$ cat config.mk
export PLATFORM = sky130hd
export DESIGN_NAME = dsf_mul
export DESIGN_NICKNAME = d
export VERILOG_FILES = /design/src/hw/rtl/dsf_pkg.sv /design/src/hw/rtl/dsf_mul.sv
export SDC_FILE = /design/constraint.sdc
export NUM_CORES = 2
export LEC_CHECK = 0
export ABC_AREA = 1
export BUFFER_PORTS_ARGS = -buffer_cell sky130_fd_sc_hd__buf_2
export CAP_MARGIN = 20
export CORE_MARGIN = 1.5
export CORE_UTILIZATION = 60
export DETAILED_ROUTE_END_ITERATION = 16
export GPL_ROUTABILITY_DRIVEN = 1
export GPL_TIMING_DRIVEN = 0
export PLACE_DENSITY = 0.86
export REMOVE_ABC_BUFFERS = 1
export SLEW_MARGIN = 40
export SYNTH_ARGS = -nofsm -noshare
export SYNTH_HDL_FRONTEND = slang
export SYNTH_SLANG_ARGS = --single-unit
$ cat constraint.sdc
create_clock -name clk -period 10.7 [get_ports clk]
set_clock_uncertainty 0.2 [all_clocks]
set_input_delay 0.535 -clock clk [delete_from_list [all_inputs] [get_ports clk]]
set_output_delay 0.535 -clock clk [all_outputs]
set_load 0.01 [all_outputs]
$ cat src/hw/rtl/dsf_pkg.sv
package dsf_pkg;

    // Default internal word width, signed fixed point.
    localparam int DSF_DATA_WIDTH = 32;
    localparam int FRAC_BITS      = 16;
    localparam int HOOKE_SCALE    = 984;

    // Stream layout
    localparam int FIELD_W    = 32;
    localparam int IN_DATA_W  = 9 * FIELD_W;
    localparam int IN_USER_W  = 2;
    localparam int OUT_DATA_W = 3 * FIELD_W;
    localparam int OUT_USER_W = 3;

    localparam int USR_LOCK_A  = 0;
    localparam int USR_LOCK_B  = 1;
    localparam int USR_APPLY_A = 0;
    localparam int USR_APPLY_B = 1;
    localparam int USR_DEG     = 2;

    // Configuration port
    localparam int CFG_INDEX_W = 2;
    localparam int CFG_DATA_W  = 32;

    typedef enum logic [CFG_INDEX_W-1:0] {
        CFG_SPRING  = 2'd0,
        CFG_DAMPING = 2'd1,
        CFG_REST    = 2'd2
    } cfg_index_t;

    localparam logic [CFG_DATA_W-1:0] SPRING_RESET  = 32'd58982;
    localparam logic [CFG_DATA_W-1:0] DAMPING_RESET = 32'd98304;
    localparam logic [CFG_DATA_W-1:0] REST_RESET    = 32'd65536;

endpackage

$ cat src/hw/rtl/dsf_mul.sv
module dsf_mul
    import dsf_pkg::*;
#(
    parameter int W = DSF_DATA_WIDTH
)(
    input  logic           clk,
    input  logic           en,
    input  logic [W-1:0]   a,
    input  logic [W-1:0]   b,
    output logic [2*W-1:0] p
);

    localparam int H  = (W + 1) / 2;
    localparam int L  = W - H;
    localparam int PW = 2 * W;

    logic [2*H-1:0] ll_reg;
    logic [W-1:0]   lh_reg;
    logic [W-1:0]   hl_reg;
    logic [2*L-1:0] hh_reg;
    logic [PW-1:0]  p_reg;

    // Split into half-width partial products, register them, then sum them into p_reg.
    always_ff @(posedge clk)
    begin
        if (en)
        begin
            ll_reg <= a[H-1:0] * b[H-1:0];
            lh_reg <= a[H-1:0] * b[W-1:H];
            hl_reg <= a[W-1:H] * b[H-1:0];
            hh_reg <= a[W-1:H] * b[W-1:H];
            p_reg  <= PW'(ll_reg) + ((PW'(lh_reg) + PW'(hl_reg)) << H)
                      + (PW'(hh_reg) << (2 * H));
        end
    end

    assign p = p_reg;

endmodule

# ---- After elaboration in Yosys (flattened, before gate mapping)
# Cells that the tools add are included.
# W data, S select, Z words.
dict set report totals {
  output_inout_bits 64
  wordCells 12
  latch_bits 0
  rom_bits 0
  memories 0
  mem_bits_rw 0
  regBits 192
}
dict set report op_classes {
  n_mux 0
  n_eq_ne 0
  add_sub_neg 3
  n_div 0
  bitwise_logic 0
  n_reduce_logical 0
  n_mul 4
  n_lt_le_gt_ge 0
  shift 0
}
# op n
set ops {}
lappend ops {{$mul A16 B16 Y32} 4}
lappend ops {{$add A50 B64 Y64} 1}
lappend ops {{$add A32 B49 Y50} 1}
lappend ops {{$add A32 B32 Y33} 1}

# ---- Longest topological paths before layout
dict set report logic_depth {
  word_depth 3
  ltp_mapped 27
}

# ---- Worst setup path before layout
# OpenSTA, ideal clock, no wires.
dict set report synth_path {
  kind {input to register}
  from {in a[10]}
  to {reg ll_reg[24] (data pin)}
  arrival_time_ps 5128
  setup_ps 253
  stages 20
  setup_slack_ps 5120
  path_buffers 1
  cell_sequence {clkbuf_1 nand2_1 fa_1 fa_1 fa_1 fa_1 inv_1 fa_1 inv_1 fa_1 inv_1 ha_1 nand2_1 inv_1 a21oi_1 nor2_1 o21ai_0 nand3_1 nand2_1 nand2_1}
}
dict set report synth_via {
  elab_chain_cells 1
}
# item line
set synth_rtl {}
lappend synth_rtl {{start, declared} dsf_mul.sv:8} ;# input logic [W-1:0] a,
lappend synth_rtl {{$mul A16 B16 Y32} dsf_mul.sv:28} ;# ll_reg <= a[H-1:0] * b[H-1:0];
lappend synth_rtl {{end signal, assigned} dsf_mul.sv:28}
lappend synth_rtl {{end, declared} dsf_mul.sv:17} ;# logic [2*H-1:0] ll_reg;
# Every way passes these cells.
# A chain may end at the register's enable or synchronous reset.

# ---- Final worst setup path
dict set report layout_path {
  from {in b[2]}
  to {reg ll_reg[30] (data pin)}
}
dict set report layout_via {
  elab_chain_cells 1
}
# item line
set layout_rtl {}
lappend layout_rtl {{start, declared} dsf_mul.sv:9} ;# input logic [W-1:0] b,
lappend layout_rtl {{$mul A16 B16 Y32} dsf_mul.sv:28}
# Every way passes these cells.

==> results.json <==
{
  "status": "complete, no violations",
  "drt-met1-wl_mm": 52.4,
  "met2_length_mm": 59.1,
  "ys_ff_latch": 192,
  "syn-cell-area_sq_um": 47600,
  "die_h_um": 285,
  "yosys.area_share.simple_pct": 21.3,
  "finalNetCount": 7675,
  "cts_tree": "built",
  "drt_wl_total_mm": 130,
  "clk_pin_slew_ns": 0.07,
  "core-area_sq_um": 78700,
  "synth_top_family_by_area": "adder cells",
  "rows": 103,
  "synth_xor_xnor_area_share_pct": 1.95,
  "grt_usage_pct": 33.3,
  "maxCapViolCount": 0,
  "largest_reg_flops": 64,
  "instances_no_fill": 7413,
  "antenna_found_initial": 1,
  "portBuffers": 129,
  "final_layout_size_suffix_gt1_share_pct": 3.39,
  "tightestPinTransition_ns": 0.923,
  "crit_fanout": 32,
  "ys_warn_count": 0,
  "cts_root_buffer": "clkbuf_16",
  "dieWidth_um": 285,
  "ant_nets": 0,
  "post_cts_buffers": 0,
  "clockBufferDepth": 2,
  "period_needed_ns": 6.23,
  "syn2layout_area_growth_pct": 4.45,
  "firstDrtPassIters": 6,
  "grt_max_degree": 65,
  "die-area_sq_um": 81000,
  "route.detailed.drc": 0,
  "seq_area_sq_um": 5770,
  "rsz0062_at_grt": "false",
  "final.fill_count": 6709,
  "fmax_mhz": 161,
  "synth.avg_cell_area_sq_um": 7.45,
  "vias_per_cell": 5.47,
  "setup.worst_path.end_class": "register",
  "grt_pass1_wl_mm": 214,
  "final_area_sq_um": 49700,
  "antenna_cells": 0,
  "reg2reg_depth": 21,
  "wl_met3_mm": 13.5,
  "synth.distinct_cells": 33,
  "crit_type": "in2reg",
  "io_pins": 130,
  "ctsResizeCount": 0,
  "worstPathArrival_ns": 6.24,
  "grt_overflow": 0,
  "required_ns": 10.71,
  "tns_ns": 0,
  "start_util_pct": 60.5,
  "slew_viol_final": 0,
  "h-tree-depth": 4,
  "clkSinkCount": 192,
  "fin_crit_sh_pct": 58.2,
  "netlist_instances": 6386,
  "multi_input_area_sq_um": 34500,
  "synth-seq-area-share_pct": 12.1,
  "worstSkewPairLatency_ns": 0.47,
  "routabilityCongestion": 0.984,
  "crit_path_start_kind": "primary input",
  "worstSetupEndpoint": "ll_reg[30]$_DFFE_PP_",
  "place_hpwl_mm": 102,
  "cts-hold-fix-buffers": 0,
  "maxSlewHeadroom_pct": 38.5,
  "synth-adder-area-share_pct": 45.4,
  "hold_ws_ns": 0.222,
  "grt_pass1_vias": 42470,
  "place_area_sq_um": 49000,
  "hold_path.class": "reg2reg",
  "reg2reg_slack_ns": 6.59,
  "drt_iter0_drc": 3751,
  "reg2reg_from": "hl_reg[4]$_DFFE_PP_",
  "startpoint": "b[2]",
  "placedCellCount": 7377,
  "detail_route.wl_per_cell_um": 17.5,
  "hold_viol_final": 0,
  "via_count": 40551,
  "setup_viol": 0,
  "synth.area.mux_share_pct": 0,
  "synth-compound-area-share_pct": 3.88,
  "cts_buffers": 17,
  "top_layer_used": "met5",
  "reg2reg_to": "p[47]$_DFFE_PP_"
}
==> through the flow <==
stage | worst slack (ns) | utilization [%]
3_5_place_dp | 4.13 | 62.2
5_1_grt | 4.29 | 63.1
3_3_place_gp | 4.11 | 62.0
2_1_floorplan | 5.41 | -
6_report | 4.47 | 63.1
4_1_cts | 4.60 | 62.9
==> critical path, cell delays in order <==
cell and delay (ns):
buf_2 0.64, nand2_1 0.18, fa_1 0.53, fa_1 0.46
fa_1 0.56, inv_1 0.06, fa_1 0.50, fa_1 0.50
inv_1 0.05, fa_1 0.47, inv_1 0.04, ha_1 0.40
a21oi_1 0.40, o21ai_0 0.31, nand2_1 0.13, nand2_1 0.08
a21oi_1 0.19, nand2_1 0.07, nand2_1 0.07, nand2_1 0.04
==> final cells by class <==
type | instances | share of cell area, %
Timing Repair Buffer | 137 | 1.86
Clock buffer | 19 | 0.871
Multi-Input combinational cell | 4242 | 69.4
Inverter | 1760 | 13.3
Tap cell | 1050 | 2.64
Clock inverter | 13 | 0.340
Sequential cell | 192 | 11.6
==> how the worst min path moves through the flow <==
stage | from | to | slack [ns] | cells after the start
after floorplan | ll_reg[0]$_DFFE_PP_ | p[0]$_DFFE_PP_ | 0.20 | 0
after global placement | ll_reg[1]$_DFFE_PP_ | p[1]$_DFFE_PP_ | 0.20 | 0
after detailed placement | ll_reg[3]$_DFFE_PP_ | p[3]$_DFFE_PP_ | 0.20 | 0
after CTS | en | p[10]$_DFFE_PP_ | 0.22 | 1
after global routing | ll_reg[2]$_DFFE_PP_ | p[2]$_DFFE_PP_ | 0.23 | 0
final | ll_reg[4]$_DFFE_PP_ | p[4]$_DFFE_PP_ | 0.22 | 0
==> Yosys cell counts <==
master | number | share of area, %
nor2_4 | 2 | 0.047
ha_1 | 481 | 13
nand3b_1 | 3 | 0.047
xor2_1 | 90 | 1.7
nand2b_1 | 2 | 0.026
a21oi_2 | 1 | 0.018
nor4_1 | 3 | 0.039
inv_1 | 1757 | 14
nand3_1 | 181 | 1.9
nor2_2 | 13 | 0.17
and2_4 | 1 | 0.018
xnor2_1 | 16 | 0.29
a21o_1 | 13 | 0.21
o211ai_2 | 3 | 0.079
nor3_1 | 55 | 0.58
nand2_2 | 14 | 0.18
nand3_2 | 8 | 0.17
o21ai_1 | 2 | 0.021
a31oi_1 | 4 | 0.053
nand2_1 | 1955 | 15
o21a_1 | 11 | 0.17
o21bai_1 | 14 | 0.22
a21oi_1 | 192 | 2.0
nand4_1 | 56 | 0.74
edfxtp_1 | 192 | 12
o211ai_1 | 3 | 0.047
nor2_1 | 238 | 1.9
nor3_2 | 4 | 0.084
clkbuf_1 | 192 | 1.5
inv_2 | 3 | 0.024
a21boi_0 | 1 | 0.016
fa_1 | 778 | 33
o21ai_0 | 98 | 1.0
==> per-layer routing <==
metal / global-route usage, % / up-vias
met4: 12.9 / 2
met3: 6.03 / 334
li1: - / 18645
met1: 44.7 / 19500
met2: 53.6 / 2070
met5: 0 / -
==> kinds of logic (layout without fill, tap and decap cells) <==
family	after synthesis	count (layout)
simple gates	2535	2535
fa+ha+maj	1259	1259
compound gates	342	342
buf+inv	1952	1929
flops	192	192
xor+xnor	106	106
==> cells in the final DEF (no fill, tap or decap), types with 16 or more instances in the layout <==
cell type	count
a21oi_1	192
buf_2	103
buf_4	25
clkbuf_16	17
edfxtp_1	192
fa_1	778
ha_1	481
inv_1	1757
nand2_1	1955
nand3_1	181
nand4_1	56
nor2_1	238
nor3_1	55
o21ai_0	98
xnor2_1	16
xor2_1	90
Power is left out: the tool's default activity adds up to more than one toggle a clock period on the data nets, which glitch-free logic cannot reach.
